## src/rtl/psb_pkg.sv

```systemverilog
// Shared constants, payload types and control structs for the palette sprite blitter.
package psb_pkg;

    localparam int PALETTE_ENTRIES = 16;
    localparam int MAX_SCALE       = 4;
    localparam int PAL_AW          = $clog2(PALETTE_ENTRIES);
    localparam int SCALE_W         = 3;
    localparam int CNT_W           = (MAX_SCALE > 1) ? $clog2(MAX_SCALE) : 1;
    localparam int COLOR_W         = 16;
    localparam int COORD_W         = 16;
    localparam int DIM_W           = 8;
    localparam int CP_W            = 7;
    localparam int MODE_W          = 4;
    localparam int OP_W            = 2;
    localparam int CFG_IDX_W       = 3;
    localparam int CFG_DATA_W      = 16;

    localparam logic [OP_W-1:0] OP_PAL     = 2'd0;
    localparam logic [OP_W-1:0] OP_BYTE    = 2'd1;
    localparam logic [OP_W-1:0] OP_RESTART = 2'd2;

    localparam logic [CFG_IDX_W-1:0] REG_ORIGIN_X = 3'd0;
    localparam logic [CFG_IDX_W-1:0] REG_ORIGIN_Y = 3'd1;
    localparam logic [CFG_IDX_W-1:0] REG_WIDTH    = 3'd2;
    localparam logic [CFG_IDX_W-1:0] REG_HEIGHT   = 3'd3;
    localparam logic [CFG_IDX_W-1:0] REG_SCALE    = 3'd4;
    localparam logic [CFG_IDX_W-1:0] REG_MODE     = 3'd5;

    localparam int MODE_SHOW      = 0;
    localparam int MODE_FLIP_X    = 1;
    localparam int MODE_FLIP_Y    = 2;
    localparam int MODE_TRANSPOSE = 3;

    localparam logic [1:0] RD_ZERO = 2'd0;
    localparam logic [1:0] RD_HI   = 2'd1;
    localparam logic [1:0] RD_LO   = 2'd2;

    typedef struct packed {
        logic [OP_W-1:0]    op;
        logic [PAL_AW-1:0]  pal_index;
        logic [COLOR_W-1:0] pal_color;
        logic [DIM_W-1:0]   pixel_byte;
    } item_t;

    typedef struct packed {
        logic [COORD_W-1:0] screen_x;
        logic [COORD_W-1:0] screen_y;
        logic [COLOR_W-1:0] color;
        logic               last;
    } wr_t;

    typedef struct packed {
        logic       load_item;
        logic [1:0] rd_sel;
        logic       calc_hi;
        logic       calc_lo;
        logic       cap_zero;
        logic       cap_hi;
        logic       cap_lo;
        logic       emit;
        logic       start_lo;
    } cmd_t;

    typedef struct packed {
        logic [OP_W-1:0] item_op;
        logic            draw_en;
        logic            hi_draw;
        logic            lo_draw;
        logic            out_free;
        logic            pix_done;
        logic            byte_done;
    } sts_t;

endpackage

```

## src/rtl/palette_sprite_blitter.sv

```systemverilog
// Top level: 4bpp palette sprite blitter producing scaled, flipped pixel writes.
// Palette loads, restarts and bytes with drawing off are accepted back to back.
// A drawn byte reads the palette (one shared RAM read port reads entry 0, the high
// and the low nibble), then issues 0 to 2*scale*scale writes, scale capped at MAX_SCALE.
// Writes follow states RD_Z, RD_HI, RD_LO and CMP; output stalls hold the sequencer.
// rst_n clears configuration, position and control; palette contents are not cleared.
module palette_sprite_blitter (
    input  logic                           clk,
    input  logic                           rst_n,
    input  logic                           item_valid,
    output logic                           item_ready,
    input  psb_pkg::item_t                 item_data,
    input  logic                           cfg_valid,
    output logic                           cfg_ready,
    input  logic [psb_pkg::CFG_IDX_W-1:0]  cfg_index,
    input  logic [psb_pkg::CFG_DATA_W-1:0] cfg_data,
    output logic                           wr_valid,
    input  logic                           wr_ready,
    output psb_pkg::wr_t                   wr_data
);

    psb_pkg::cmd_t cmd;
    psb_pkg::sts_t sts;

    assign cfg_ready = 1'b1;

    psb_ctrl u_ctrl (
        .clk        (clk),
        .rst_n      (rst_n),
        .item_valid (item_valid),
        .item_ready (item_ready),
        .sts        (sts),
        .cmd        (cmd)
    );

    psb_datapath u_datapath (
        .clk       (clk),
        .rst_n     (rst_n),
        .cmd       (cmd),
        .sts       (sts),
        .item_data (item_data),
        .cfg_valid (cfg_valid),
        .cfg_index (cfg_index),
        .cfg_data  (cfg_data),
        .wr_valid  (wr_valid),
        .wr_ready  (wr_ready),
        .wr_data   (wr_data)
    );

endmodule

```

## src/rtl/psb_ram.sv

```systemverilog
// Generic single-write, single-read RAM with registered read data.
module psb_ram #(
    parameter int WIDTH = 16,
    parameter int DEPTH = 16
) (
    input  logic                     clk,
    input  logic                     we,
    input  logic [$clog2(DEPTH)-1:0] waddr,
    input  logic [WIDTH-1:0]         wdata,
    input  logic [$clog2(DEPTH)-1:0] raddr,
    output logic [WIDTH-1:0]         rdata
);

    logic [WIDTH-1:0] mem [DEPTH];
    logic [WIDTH-1:0] rdata_reg;

    always_ff @(posedge clk)
    begin
        if (we)
        begin
            mem[waddr] <= wdata;
        end
        rdata_reg <= mem[raddr];
    end

    assign rdata = rdata_reg;

endmodule

```

## src/rtl/psb_datapath.sv

```systemverilog
// Datapath: configuration, sprite position, palette lookup, write generation and output register.
module psb_datapath (
    input  logic                                 clk,
    input  logic                                 rst_n,
    input  psb_pkg::cmd_t                        cmd,
    output psb_pkg::sts_t                        sts,
    input  psb_pkg::item_t                       item_data,
    input  logic                                 cfg_valid,
    input  logic [psb_pkg::CFG_IDX_W-1:0]        cfg_index,
    input  logic [psb_pkg::CFG_DATA_W-1:0]       cfg_data,
    output logic                                 wr_valid,
    input  logic                                 wr_ready,
    output psb_pkg::wr_t                         wr_data
);

    logic [psb_pkg::COORD_W-1:0] origin_x_reg;
    logic [psb_pkg::COORD_W-1:0] origin_y_reg;
    logic [psb_pkg::DIM_W-1:0]   width_reg;
    logic [psb_pkg::DIM_W-1:0]   height_reg;
    logic [psb_pkg::SCALE_W-1:0] scale_reg;
    logic [psb_pkg::MODE_W-1:0]  mode_reg;

    logic [psb_pkg::CP_W-1:0]    cp_reg;
    logic [psb_pkg::DIM_W-1:0]   row_reg;

    logic [psb_pkg::DIM_W-1:0]   byte_reg;
    logic [psb_pkg::DIM_W-1:0]   col_reg;
    logic [psb_pkg::DIM_W-1:0]   rowc_reg;
    logic [psb_pkg::SCALE_W-1:0] s_reg;

    logic [psb_pkg::COORD_W-1:0] xbase_hi_reg;
    logic [psb_pkg::COORD_W-1:0] xbase_lo_reg;
    logic [psb_pkg::COORD_W-1:0] ybase_reg;
    logic [psb_pkg::COLOR_W-1:0] zero_reg;
    logic [psb_pkg::COLOR_W-1:0] hi_color_reg;
    logic [psb_pkg::COLOR_W-1:0] lo_color_reg;
    logic                        lo_draw_reg;
    logic                        sel_lo_reg;
    logic [psb_pkg::CNT_W-1:0]   k_reg;
    logic [psb_pkg::CNT_W-1:0]   l_reg;

    logic                        out_valid_reg;
    psb_pkg::wr_t                out_reg;

    logic [psb_pkg::PAL_AW-1:0]  ram_raddr;
    logic [psb_pkg::COLOR_W-1:0] ram_rdata;
    logic                        ram_we;

    logic [psb_pkg::CP_W-1:0]    pairs;
    logic [psb_pkg::DIM_W-1:0]   cp_inc;
    logic [psb_pkg::DIM_W:0]     row_inc;
    logic                        wrap_col;
    logic                        wrap_row;
    logic [psb_pkg::SCALE_W-1:0] s_eff;
    logic [psb_pkg::SCALE_W-1:0] s_dec;
    logic [psb_pkg::CNT_W-1:0]   s_m1;
    logic                        pix_done;
    logic                        byte_done;
    logic                        out_free;
    logic [psb_pkg::COORD_W-1:0] xp;
    logic [psb_pkg::COORD_W-1:0] yp;
    logic                        tr;

    function automatic logic [psb_pkg::COORD_W-1:0] place(
        input logic [psb_pkg::COORD_W-1:0] origin,
        input logic [psb_pkg::DIM_W-1:0]   size,
        input logic [psb_pkg::DIM_W-1:0]   pos,
        input logic                        flip,
        input logic [psb_pkg::SCALE_W-1:0] s
    );
        logic [psb_pkg::COORD_W-1:0] p;
        logic [psb_pkg::COORD_W-1:0] prod;
        p = flip ? (psb_pkg::COORD_W'(size) - psb_pkg::COORD_W'(1) - psb_pkg::COORD_W'(pos))
                 : psb_pkg::COORD_W'(pos);
        prod = p * psb_pkg::COORD_W'(s);
        return origin + prod;
    endfunction

    // Palette store
    assign ram_we = cmd.load_item && (item_data.op == psb_pkg::OP_PAL);

    always_comb
    begin
        unique case (cmd.rd_sel)
            psb_pkg::RD_HI: ram_raddr = byte_reg[psb_pkg::DIM_W-1:psb_pkg::PAL_AW];
            psb_pkg::RD_LO: ram_raddr = byte_reg[psb_pkg::PAL_AW-1:0];
            default:        ram_raddr = '0;
        endcase
    end

    psb_ram #(
        .WIDTH (psb_pkg::COLOR_W),
        .DEPTH (psb_pkg::PALETTE_ENTRIES)
    ) u_palette (
        .clk   (clk),
        .we    (ram_we),
        .waddr (item_data.pal_index),
        .wdata (item_data.pal_color),
        .raddr (ram_raddr),
        .rdata (ram_rdata)
    );

    // Position advance
    assign pairs    = width_reg[psb_pkg::DIM_W-1:1];
    assign cp_inc   = psb_pkg::DIM_W'(cp_reg) + psb_pkg::DIM_W'(1);
    assign row_inc  = (psb_pkg::DIM_W + 1)'(row_reg) + (psb_pkg::DIM_W + 1)'(1);
    assign wrap_col = (pairs == '0) || (cp_inc >= psb_pkg::DIM_W'(pairs));
    assign wrap_row = (height_reg == '0) || (row_inc >= (psb_pkg::DIM_W + 1)'(height_reg));
    assign s_eff    = (scale_reg > psb_pkg::SCALE_W'(psb_pkg::MAX_SCALE))
                      ? psb_pkg::SCALE_W'(psb_pkg::MAX_SCALE) : scale_reg;

    assign s_dec     = s_reg - psb_pkg::SCALE_W'(1);
    assign s_m1      = s_dec[psb_pkg::CNT_W-1:0];
    assign pix_done  = (k_reg == s_m1) && (l_reg == s_m1);
    assign byte_done = pix_done && (sel_lo_reg || !lo_draw_reg);
    assign out_free  = !out_valid_reg || wr_ready;
    assign tr        = mode_reg[psb_pkg::MODE_TRANSPOSE];
    assign xp        = (sel_lo_reg ? xbase_lo_reg : xbase_hi_reg) + psb_pkg::COORD_W'(k_reg);
    assign yp        = ybase_reg + psb_pkg::COORD_W'(l_reg);

    always_comb
    begin
        sts.item_op   = item_data.op;
        sts.draw_en   = mode_reg[psb_pkg::MODE_SHOW] && (scale_reg != '0);
        sts.hi_draw   = hi_color_reg != zero_reg;
        sts.lo_draw   = ram_rdata != zero_reg;
        sts.out_free  = out_free;
        sts.pix_done  = pix_done;
        sts.byte_done = byte_done;
    end

    // Configuration and sprite position
    always_ff @(posedge clk or negedge rst_n)
    begin
        if (!rst_n)
        begin
            origin_x_reg <= '0;
            origin_y_reg <= '0;
            width_reg    <= '0;
            height_reg   <= '0;
            scale_reg    <= '0;
            mode_reg     <= '0;
            cp_reg       <= '0;
            row_reg      <= '0;
        end
        else
        begin
            if (cfg_valid)
            begin
                unique case (cfg_index)
                    psb_pkg::REG_ORIGIN_X: origin_x_reg <= cfg_data;
                    psb_pkg::REG_ORIGIN_Y: origin_y_reg <= cfg_data;
                    psb_pkg::REG_WIDTH:    width_reg    <= cfg_data[psb_pkg::DIM_W-1:0];
                    psb_pkg::REG_HEIGHT:   height_reg   <= cfg_data[psb_pkg::DIM_W-1:0];
                    psb_pkg::REG_SCALE:    scale_reg    <= cfg_data[psb_pkg::SCALE_W-1:0];
                    psb_pkg::REG_MODE:     mode_reg     <= cfg_data[psb_pkg::MODE_W-1:0];
                    default: ;
                endcase
            end
            if (cmd.load_item && (item_data.op == psb_pkg::OP_RESTART))
            begin
                cp_reg  <= '0;
                row_reg <= '0;
            end
            else if (cmd.load_item && (item_data.op == psb_pkg::OP_BYTE))
            begin
                if (wrap_col)
                begin
                    cp_reg  <= '0;
                    row_reg <= wrap_row ? '0 : row_inc[psb_pkg::DIM_W-1:0];
                end
                else
                begin
                    cp_reg <= cp_inc[psb_pkg::CP_W-1:0];
                end
            end
        end
    end

    // Per-byte working registers
    always_ff @(posedge clk)
    begin
        if (cmd.load_item)
        begin
            byte_reg <= item_data.pixel_byte;
            col_reg  <= {cp_reg, 1'b0};
            rowc_reg <= row_reg;
            s_reg    <= s_eff;
        end
        if (cmd.calc_hi)
        begin
            xbase_hi_reg <= place(origin_x_reg, width_reg, col_reg,
                                  mode_reg[psb_pkg::MODE_FLIP_X], s_reg);
            ybase_reg    <= place(origin_y_reg, height_reg, rowc_reg,
                                  mode_reg[psb_pkg::MODE_FLIP_Y], s_reg);
        end
        if (cmd.calc_lo)
        begin
            xbase_lo_reg <= place(origin_x_reg, width_reg, {col_reg[psb_pkg::DIM_W-1:1], 1'b1},
                                  mode_reg[psb_pkg::MODE_FLIP_X], s_reg);
        end
        if (cmd.cap_zero)
        begin
            zero_reg <= ram_rdata;
        end
        if (cmd.cap_hi)
        begin
            hi_color_reg <= ram_rdata;
        end
        if (cmd.cap_lo)
        begin
            lo_color_reg <= ram_rdata;
            lo_draw_reg  <= sts.lo_draw;
            sel_lo_reg   <= !sts.hi_draw;
            k_reg        <= '0;
            l_reg        <= '0;
        end
        else if (cmd.start_lo)
        begin
            sel_lo_reg <= 1'b1;
            k_reg      <= '0;
            l_reg      <= '0;
        end
        else if (cmd.emit)
        begin
            if (l_reg == s_m1)
            begin
                l_reg <= '0;
                k_reg <= k_reg + psb_pkg::CNT_W'(1);
            end
            else
            begin
                l_reg <= l_reg + psb_pkg::CNT_W'(1);
            end
        end
        if (cmd.emit)
        begin
            out_reg.screen_x <= tr ? yp : xp;
            out_reg.screen_y <= tr ? xp : yp;
            out_reg.color    <= sel_lo_reg ? lo_color_reg : hi_color_reg;
            out_reg.last     <= byte_done;
        end
    end

    // Output register
    always_ff @(posedge clk or negedge rst_n)
    begin
        if (!rst_n)
        begin
            out_valid_reg <= 1'b0;
        end
        else if (cmd.emit)
        begin
            out_valid_reg <= 1'b1;
        end
        else if (wr_ready)
        begin
            out_valid_reg <= 1'b0;
        end
    end

    assign wr_valid = out_valid_reg;
    assign wr_data  = out_reg;

    a_emit_slot_free: assert property (@(posedge clk) disable iff (!rst_n)
        cmd.emit |-> out_free)
        else $error("write issued while output register is occupied");

    a_emit_cnt_range: assert property (@(posedge clk) disable iff (!rst_n)
        cmd.emit |-> (k_reg <= s_m1) && (l_reg <= s_m1))
        else $error("replication counter beyond scale");

endmodule

```

## src/rtl/psb_ctrl.sv

```systemverilog
// Controller: sequences palette lookups and pixel write issue for each sprite byte.
module psb_ctrl (
    input  logic          clk,
    input  logic          rst_n,
    input  logic          item_valid,
    output logic          item_ready,
    input  psb_pkg::sts_t sts,
    output psb_pkg::cmd_t cmd
);

    localparam logic [2:0] S_IDLE  = 3'd0;
    localparam logic [2:0] S_RD_Z  = 3'd1;
    localparam logic [2:0] S_RD_HI = 3'd2;
    localparam logic [2:0] S_RD_LO = 3'd3;
    localparam logic [2:0] S_CMP   = 3'd4;
    localparam logic [2:0] S_EMIT  = 3'd5;

    logic [2:0] state_reg;
    logic [2:0] state_next;

    assign item_ready = (state_reg == S_IDLE);

    always_comb
    begin
        state_next = state_reg;
        cmd        = '0;
        cmd.rd_sel = psb_pkg::RD_ZERO;
        unique case (state_reg)
            S_IDLE:
            begin
                cmd.load_item = item_valid;
                if (item_valid && (sts.item_op == psb_pkg::OP_BYTE) && sts.draw_en)
                begin
                    state_next = S_RD_Z;
                end
            end
            S_RD_Z:
            begin
                cmd.rd_sel  = psb_pkg::RD_ZERO;
                cmd.calc_hi = 1'b1;
                state_next  = S_RD_HI;
            end
            S_RD_HI:
            begin
                cmd.rd_sel   = psb_pkg::RD_HI;
                cmd.cap_zero = 1'b1;
                cmd.calc_lo  = 1'b1;
                state_next   = S_RD_LO;
            end
            S_RD_LO:
            begin
                cmd.rd_sel = psb_pkg::RD_LO;
                cmd.cap_hi = 1'b1;
                state_next = S_CMP;
            end
            S_CMP:
            begin
                cmd.cap_lo = 1'b1;
                state_next = (sts.hi_draw || sts.lo_draw) ? S_EMIT : S_IDLE;
            end
            S_EMIT:
            begin
                cmd.emit = sts.out_free;
                if (sts.out_free && sts.pix_done)
                begin
                    if (sts.byte_done)
                    begin
                        state_next = S_IDLE;
                    end
                    else
                    begin
                        cmd.start_lo = 1'b1;
                    end
                end
            end
            default:
            begin
                state_next = S_IDLE;
            end
        endcase
    end

    always_ff @(posedge clk or negedge rst_n)
    begin
        if (!rst_n)
        begin
            state_reg <= S_IDLE;
        end
        else
        begin
            state_reg <= state_next;
        end
    end

    a_byte_end_idle: assert property (@(posedge clk) disable iff (!rst_n)
        (state_reg == S_EMIT && sts.out_free && sts.byte_done) |=> state_reg == S_IDLE)
        else $error("controller did not return to idle after final write");

    a_byte_starts_lookup: assert property (@(posedge clk) disable iff (!rst_n)
        (item_valid && item_ready && sts.item_op == psb_pkg::OP_BYTE && sts.draw_en)
        |=> state_reg == S_RD_Z)
        else $error("drawn byte did not start palette lookup");

endmodule

```

## config.mk

```make
export PLATFORM = sky130hd
export DESIGN_NAME = palette_sprite_blitter
export DESIGN_NICKNAME = d
export VERILOG_FILES = /design/src/rtl/psb_pkg.sv /design/src/rtl/palette_sprite_blitter.sv /design/src/rtl/psb_ram.sv /design/src/rtl/psb_datapath.sv /design/src/rtl/psb_ctrl.sv
export SDC_FILE = /design/constraint.sdc
export NUM_CORES = 1
export LEC_CHECK = 0
export ABC_AREA = 1
export BUFFER_PORTS_ARGS = -buffer_cell sky130_fd_sc_hd__buf_2
export CAP_MARGIN = 20
export CORE_UTILIZATION = 38
export DETAILED_ROUTE_END_ITERATION = 8
export HOLD_SLACK_MARGIN = 0.12
export SYNTH_ARGS = -nofsm -noshare
export SYNTH_HDL_FRONTEND = slang
export SYNTH_SLANG_ARGS = --single-unit
```

## constraint.sdc

```tcl
create_clock -name clk -period 6 [get_ports clk]
set_input_delay 0.3 -clock clk [delete_from_list [all_inputs] [get_ports clk]]
set_output_delay 0.3 -clock clk [all_outputs]
set_load 0.03 [all_outputs]
```

==> flow_summary.ini, run 1 <==
[yosys]
yosysWarningCount = 0
synth_cell_type_count = 55
yosys.cell_count.top_type = sky130_fd_sc_hd__nand2_1
syn_avg_cell_area_um2 = 10.3
synth_ff_type = sky130_fd_sc_hd__edfxtp_1
synthesis.instances = 2653
postSynthRegisterBits = 523
synth-edff-count = 429
synth_top_cells_by_count = sky130_fd_sc_hd__nand2_1, sky130_fd_sc_hd__edfxtp_1, sky130_fd_sc_hd__nor2_1
synth.cell_area_mm2 = 0.0274
synth_nets = 2884
synth_area_leader_cell = sky130_fd_sc_hd__edfxtp_1
ys_seq_area_frac = 0.553
synth_async_sr_flop_share = 0.141
post-synth-top-area-fraction = 0.471
top_post_synthesis_cells_by_area = sky130_fd_sc_hd__edfxtp_1, sky130_fd_sc_hd__dfrtp_1, sky130_fd_sc_hd__fa_1

[global_route]
grt_use_total = 0.183
grt.met2_usage = 0.303
grt_util_met1 = 0.252
antenna_found_initial = 2
global_route.overflow_total = 0
grt_start_max_net_pins = 75
gr-max-usage-layer = met2
grt_pass1_wl_mm = 106
grt_pass1_vias = 19057
met3_demand_to_capacity_share_in_global_routing = 0.0252

[drt]
number_of_drc_markers_in_iteration_0 = 1582
drc = 0
routed_wire_length_per_instance_um = 17.6
drtAntennaViolNets = 0
postRouteWirelength_mm = 67.2
detail_route.vias_per_cell = 5.01
first_pass_iters = 5
num_vias = 19102

[sta]
fin_crit_sh = 0.926
timing.final.hold_violations = 0
max_clock_freq_mhz = 180
setup_clock_skew_after_layout_ns = 0.0636
timing.max_slew.rel_slack = 0.329
rsz0062_at_grt = false
timing.setup.tns_ns = 0
final-setup-viol-count = 0
worst_slew_pin_slew_ns = 1.00
finalMaxSlewViolations = 0
final_critical_path_time_including_i_o_delays_and_setup_ns = 5.56

[critical_path]
critical_path.endpoint_type = flip-flop
reg_to_reg_end = u_datapath.xbase_lo_reg[15]$_DFFE_PP_
worst_path_top_cell_family_by_delay = adder cells
timing.critical_path.buf_inv = 4
cp_slowest_cell = sky130_fd_sc_hd__fa_1
worst_r2r_path_cells = 27
critical_path.startpoint_type = flip-flop
max_stage_delay_ns = 0.53
timing.rr.start = u_datapath.width_reg[1]$_DFFE_PN0P_
cp_data_arrival_time_ns = 5.94
flop_to_flop_setup_slack_ns = 0.44
critPathRequiredTime_ns = 6.38
path_max_fanout = 5
setup.worst_path.class = flip-flop to flip-flop
worst_path_most_repeated_cell = sky130_fd_sc_hd__a21oi_1

[layout]
finalNetCount = 3042
area_growth_syn_to_layout_pct = 15.4
largest_register_ffs = 256
postLayoutCellArea_mm2 = 0.0316
final_layout_size_suffix_gt1_frac = 0.114
largest-register = u_datapath.u_palette.mem

[flow_run]
maxCapViolCount = 0

[clocking]
tritoncts = done
clk_latency_ns = 0.67
clk_pin_slew_worst_paths_ns = 0.06
cts-root-to-sink-buffers = 3
cts_htree_levels = 2
post_cts.resized_instances = 0
cts_buffers = 58
cts_root_buffer = sky130_fd_sc_hd__clkbuf_16
clock-sinks = 523

[die]
ports = 106
die_h_um = 270
initial_core_util = 0.383
rows = 98
floorplan.die.width_um = 270
core_area_mm2 = 0.0714
die_area_mm2 = 0.0731

[power]
post-layout-total-power_mw = 14.7
power_density_mw_per_mm2 = 466
power.leakage_nw = 13.2
vdd.ir_drop.worst_mv = 0.271

[min_path]
hold_end = u_datapath.scale_reg[2]$_DFFE_PN0P_
hold_path_depth = 4
start_point_of_the_worst_hold_path = cfg_index[0]
hold_path.class = input pin to flip-flop

[placed_design]
dpl-instance-area_mm2 = 0.0291
buffer_ports.inserted = 104
dpl.hpwl_mm = 46.0
gpl.final_weighted_congestion = 0.947

[status]
result_of_the_run = finished, final reports clean
[layout by cell type (no fill, tap or decap), types with 58 or more instances in the layout]
cell / count
sky130_fd_sc_hd__xor2_1: 74
sky130_fd_sc_hd__o21ai_0: 193
sky130_fd_sc_hd__nand2_1: 437
sky130_fd_sc_hd__nor2_1: 365
sky130_fd_sc_hd__ha_1: 92
sky130_fd_sc_hd__fa_1: 85
sky130_fd_sc_hd__clkbuf_16: 58
sky130_fd_sc_hd__edfxtp_1: 429
sky130_fd_sc_hd__inv_1: 329
sky130_fd_sc_hd__buf_2: 103
sky130_fd_sc_hd__dfrtp_1: 74
sky130_fd_sc_hd__a21oi_1: 71
sky130_fd_sc_hd__nand3_1: 68
[metal layers]
metal,vias to the layer above,routed length [um]
met5,-,10
met4,2,1590
met3,111,3550
met2,563,31600
met1,9192,30500
li1,9234,-
[tightest hold or removal path, delay by kind of cell]
kind,cells,cell delay [ns]
buffers and inverters,1,0.10
AOI/OAI and AO/OA,1,0.11
and+or+nand+nor,2,0.23
[how the worst max path moves through the flow]
stage	startpoint	endpoint	cells past startpoint
finish	u_datapath.width_reg[1]$_DFFE_PN0P_	u_datapath.xbase_lo_reg[15]$_DFFE_PP_	27
detailed placement	u_datapath.width_reg[1]$_DFFE_PN0P_	u_datapath.xbase_lo_reg[15]$_DFFE_PP_	27
floorplan	u_datapath.width_reg[1]$_DFFE_PN0P_	u_datapath.xbase_lo_reg[15]$_DFFE_PP_	27
CTS	u_datapath.width_reg[1]$_DFFE_PN0P_	u_datapath.xbase_lo_reg[15]$_DFFE_PP_	27
global route	u_datapath.width_reg[1]$_DFFE_PN0P_	u_datapath.xbase_lo_reg[15]$_DFFE_PP_	27
global placement	u_datapath.width_reg[1]$_DFFE_PN0P_	u_datapath.xbase_lo_reg[15]$_DFFE_PP_	27
[logic make-up after synthesis]
| group | share of synthesized area |
|---|---|
| flops | 0.553 |
| mux | 0.00110 |
| compound gates | 0.0915 |
| simple gates | 0.150 |
| other cells | 0.000137 |
| buf+inv | 0.0604 |
| xor+xnor | 0.0400 |
| fa+ha+maj | 0.104 |
[through the flow]
step                hold WS, ns   util  instances  setup WS [ns]
floorplan               0.00441      -       2653           1.16
finish                    0.162  0.443       3811          0.441
global route              0.173  0.443       3810         0.0142
detailed placement        0.478  0.408       3659          0.552
CTS                       0.136  0.442       3806          0.483
global placement          0.468  0.408       3659          0.675
[cell type report]
type	count	area, um^2
flip-flops and latches	523	15100
repair buffers	187	1300
clock inverters	39	538
clock buffers	69	1500
well taps	950	1190
diodes	2	5.00
multi-input cells	1702	10600
inverters	339	1270
fillers	6659	39800
[what timing repair did]
| item | CTS | global route |
|---|---|---|
| hold buffers | 39 | 1 |
| setup buffers | 0 | 0 |
| endpoints found under the hold margin | 377 | 15 |
[power breakdown]
part / internal [mW] / switching [mW] / leakage (nW) / total [mW]
Sequential: 4.82 / 0.315 / 5.01 / 5.14
Combinational: 2.04 / 3.80 / 7.20 / 5.84
Clock: 2.24 / 1.53 / 0.988 / 3.76
Note: power is estimated with default switching activity, not from simulation.
==> inputs of run 2 (changes only) <==
--- a/config.mk
+++ b/config.mk
@@ -7,8 +7,8 @@
 export LEC_CHECK = 0
 export ABC_AREA = 1
 export BUFFER_PORTS_ARGS = -buffer_cell sky130_fd_sc_hd__buf_2
-export CAP_MARGIN = 20
-export CORE_UTILIZATION = 38
+export CAP_MARGIN = 0
+export CORE_UTILIZATION = 35
 export DETAILED_ROUTE_END_ITERATION = 8
 export HOLD_SLACK_MARGIN = 0.12
 export SYNTH_ARGS = -nofsm -noshare
==> run 2 against run 1 <==
Net effect:
- total power down 2.1%
- wire length down 2.3%
- worst setup slack better by 0.16 ns
- sequential cell count stayed put
- first-iteration DRC count shrank 15%
- hold slack got worse by 0.0087 ns
- clock skew decreased by 0.0069 ns
- cell count increased by 2.1%
- global-route usage fell by 1.7 points
==> flow_summary.ini, run 2 (synthesis results as in run 1) <==
[status]
result_of_the_run = finished, final reports clean

[drt]
routed_wire_length_per_instance_um = 16.9
postRouteWirelength_mm = 65.6
first_pass_iters = 5
num_vias = 18502
number_of_drc_markers_in_iteration_0 = 1346
drc = 0
detail_route.vias_per_cell = 4.76
drtAntennaViolNets = 0

[clocking]
cts_buffers = 56
clk_latency_ns = 0.67
clock-sinks = 523
tritoncts = done
clk_pin_slew_worst_paths_ns = 0.07
cts-root-to-sink-buffers = 3
cts_root_buffer = sky130_fd_sc_hd__clkbuf_16
cts_htree_levels = 2
post_cts.resized_instances = 0

[die]
rows = 102
core_area_mm2 = 0.0775
floorplan.die.width_um = 282
initial_core_util = 0.353
ports = 106
die_area_mm2 = 0.0793
die_h_um = 282

[critical_path]
timing.critical_path.buf_inv = 4
worst_path_top_cell_family_by_delay = adder cells
flop_to_flop_setup_slack_ns = 0.60
worst_r2r_path_cells = 27
cp_slowest_cell = sky130_fd_sc_hd__fa_1
max_stage_delay_ns = 0.55
timing.rr.start = u_datapath.width_reg[1]$_DFFE_PN0P_
critical_path.endpoint_type = flip-flop
path_max_fanout = 5
cp_data_arrival_time_ns = 5.78
setup.worst_path.class = flip-flop to flip-flop
reg_to_reg_end = u_datapath.xbase_lo_reg[15]$_DFFE_PP_
worst_path_most_repeated_cell = sky130_fd_sc_hd__nand2_1
critPathRequiredTime_ns = 6.38
critical_path.startpoint_type = flip-flop

[power]
power_density_mw_per_mm2 = 458
power.switching_fraction = 0.383
net-switching-power_mw = 5.53
vdd.ir_drop.worst_mv = 0.264
post-layout-total-power_mw = 14.4
share_seq_of_total_power = 0.357
p_int_mw = 8.90
power.leakage_nw = 13.1
p_comb_frac = 0.396
power_frac_clock = 0.248

[sta]
final-setup-viol-count = 0
rsz0062_at_grt = false
timing.final.hold_violations = 0
final_critical_path_time_including_i_o_delays_and_setup_ns = 5.40
max_clock_freq_mhz = 185
timing.setup.tns_ns = 0
finalMaxSlewViolations = 0
setup_clock_skew_after_layout_ns = 0.0567
worst_slew_pin_slew_ns = 1.18
fin_crit_sh = 0.899
timing.max_slew.rel_slack = 0.211

[layout]
final_layout_size_suffix_gt1_frac = 0.110
postLayoutCellArea_mm2 = 0.0315
num_antenna_cells = 0
mostFrequentLayoutCells = sky130_fd_sc_hd__nand2_1, sky130_fd_sc_hd__edfxtp_1, sky130_fd_sc_hd__nor2_1
layout.cells.most_common = sky130_fd_sc_hd__nand2_1
largest-register = u_datapath.u_palette.mem
area_growth_syn_to_layout_pct = 15.1
finalNetCount = 3036
largest_register_ffs = 256

[global_route]
grt_use_total = 0.166
grt_pass1_wl_mm = 102
grt_start_max_net_pins = 66
global_route.overflow_total = 0
antenna_found_initial = 2
grt_pass1_vias = 17794

[placed_design]
dpl-instance-area_mm2 = 0.0292
buffer_ports.inserted = 104
dpl.hpwl_mm = 44.6
gpl.final_weighted_congestion = 0.863

[min_path]
hold_path_depth = 3
hold_path.class = input pin to flip-flop
hold_end = u_ctrl.state_reg[0]$_DFFE_PN0P_
start_point_of_the_worst_hold_path = item_valid

[flow_run]
maxCapViolCount = 0
-- run 2: how the worst max path moves through the flow --
stage | to | from | cells after the start | slack, ns
2_1_floorplan | u_datapath.xbase_lo_reg[15]$_DFFE_PP_ | u_datapath.width_reg[1]$_DFFE_PN0P_ | 27 | 1.16
3_3_place_gp | u_datapath.xbase_lo_reg[15]$_DFFE_PP_ | u_datapath.width_reg[1]$_DFFE_PN0P_ | 27 | 0.72
3_5_place_dp | u_datapath.xbase_lo_reg[15]$_DFFE_PP_ | u_datapath.width_reg[1]$_DFFE_PN0P_ | 27 | 0.67
4_1_cts | u_datapath.xbase_lo_reg[15]$_DFFE_PP_ | u_datapath.width_reg[1]$_DFFE_PN0P_ | 27 | 0.63
5_1_grt | u_datapath.xbase_lo_reg[15]$_DFFE_PP_ | u_datapath.width_reg[1]$_DFFE_PN0P_ | 27 | 0.10
6_report | u_datapath.xbase_lo_reg[15]$_DFFE_PP_ | u_datapath.width_reg[1]$_DFFE_PN0P_ | 27 | 0.60
-- run 2: layer usage --
| metal | GRT usage | share of wire | vias up | wire length (um) |
|---|---|---|---|---|
| met2 | 0.271 | 0.46 | 424 | 30200 |
| met1 | 0.226 | 0.46 | 8750 | 30300 |
| met3 | 0.0256 | 0.049 | 111 | 3200 |
| met4 | 0.0543 | 0.030 | 2 | 1950 |
| li1 | - | - | 9215 | - |
| met5 | 0 | 0.00015 | - | 10 |
-- run 2: final cells by class --
class                           count  area, um^2
Inverter                          339        1270
Sequential cell                   523       15100
Clock buffer                       70        1480
Timing Repair Buffer              183        1230
Tap cell                         1040        1300
Fill cell                        7546       46000
Multi-Input combinational cell   1702       10600
Clock inverter                     33         423
-- run 2: per-stage QoR --
| step | hold slack, ns | setup slack [ns] | std cells | utilization |
|---|---|---|---|---|
| 4_1_cts | 0.130 | 0.627 | 3890 | 0.406 |
| 3_5_place_dp | 0.209 | 0.673 | 3747 | 0.377 |
| 3_3_place_gp | 0.211 | 0.719 | 3747 | 0.377 |
| 5_1_grt | 0.168 | 0.104 | 3890 | 0.406 |
| 2_1_floorplan | 0.00441 | 1.16 | 2653 | - |
| 6_report | 0.153 | 0.605 | 3890 | 0.406 |
-- run 2: worst reg2reg max path, stage by stage (launching register included) --
cell and delay, ns:
sky130_fd_sc_hd__dfrtp_1 0.42, sky130_fd_sc_hd__inv_1 0.12, sky130_fd_sc_hd__nand2_1 0.09, sky130_fd_sc_hd__nor2_1 0.19, sky130_fd_sc_hd__nand2_1 0.09, sky130_fd_sc_hd__xor2_1 0.15, sky130_fd_sc_hd__ha_1 0.36, sky130_fd_sc_hd__nand2_1 0.11
sky130_fd_sc_hd__o21ai_0 0.26, sky130_fd_sc_hd__a21oi_1 0.09, sky130_fd_sc_hd__xnor2_1 0.13, sky130_fd_sc_hd__o21ai_0 0.32, sky130_fd_sc_hd__nor2_1 0.11, sky130_fd_sc_hd__fa_1 0.55, sky130_fd_sc_hd__inv_1 0.05, sky130_fd_sc_hd__fa_1 0.54
sky130_fd_sc_hd__inv_1 0.05, sky130_fd_sc_hd__ha_1 0.35, sky130_fd_sc_hd__a21oi_1 0.17, sky130_fd_sc_hd__o21ai_0 0.09, sky130_fd_sc_hd__a21oi_1 0.21, sky130_fd_sc_hd__o21ai_0 0.17, sky130_fd_sc_hd__nand3_1 0.10, sky130_fd_sc_hd__nand2_1 0.07
sky130_fd_sc_hd__a21oi_1 0.17, sky130_fd_sc_hd__inv_1 0.06, sky130_fd_sc_hd__nand2_1 0.06, sky130_fd_sc_hd__nand2_1 0.04
-- run 2: repair_timing --
item / 4_1_cts / 5_1_grt
endpoints found under the setup margin: 0 / 0
buffers inserted: 0 / 0
hold buffers: 40 / 0
hold endpoints to repair: 320 / 0
-- run 2: power groups by stage --
| stage | Sequential [mW] | Combinational, mW | Clock (mW) |
|---|---|---|---|
| final | 5.15 | 5.71 | 3.57 |
| after CTS | 5.15 | 5.75 | 3.65 |
| after floorplan | 5.33 | 4.03 | 0 |
| after detailed placement | 5.23 | 5.69 | 0 |
| after global routing | 5.22 | 6.50 | 3.78 |
| after global placement | 5.21 | 5.63 | 0 |
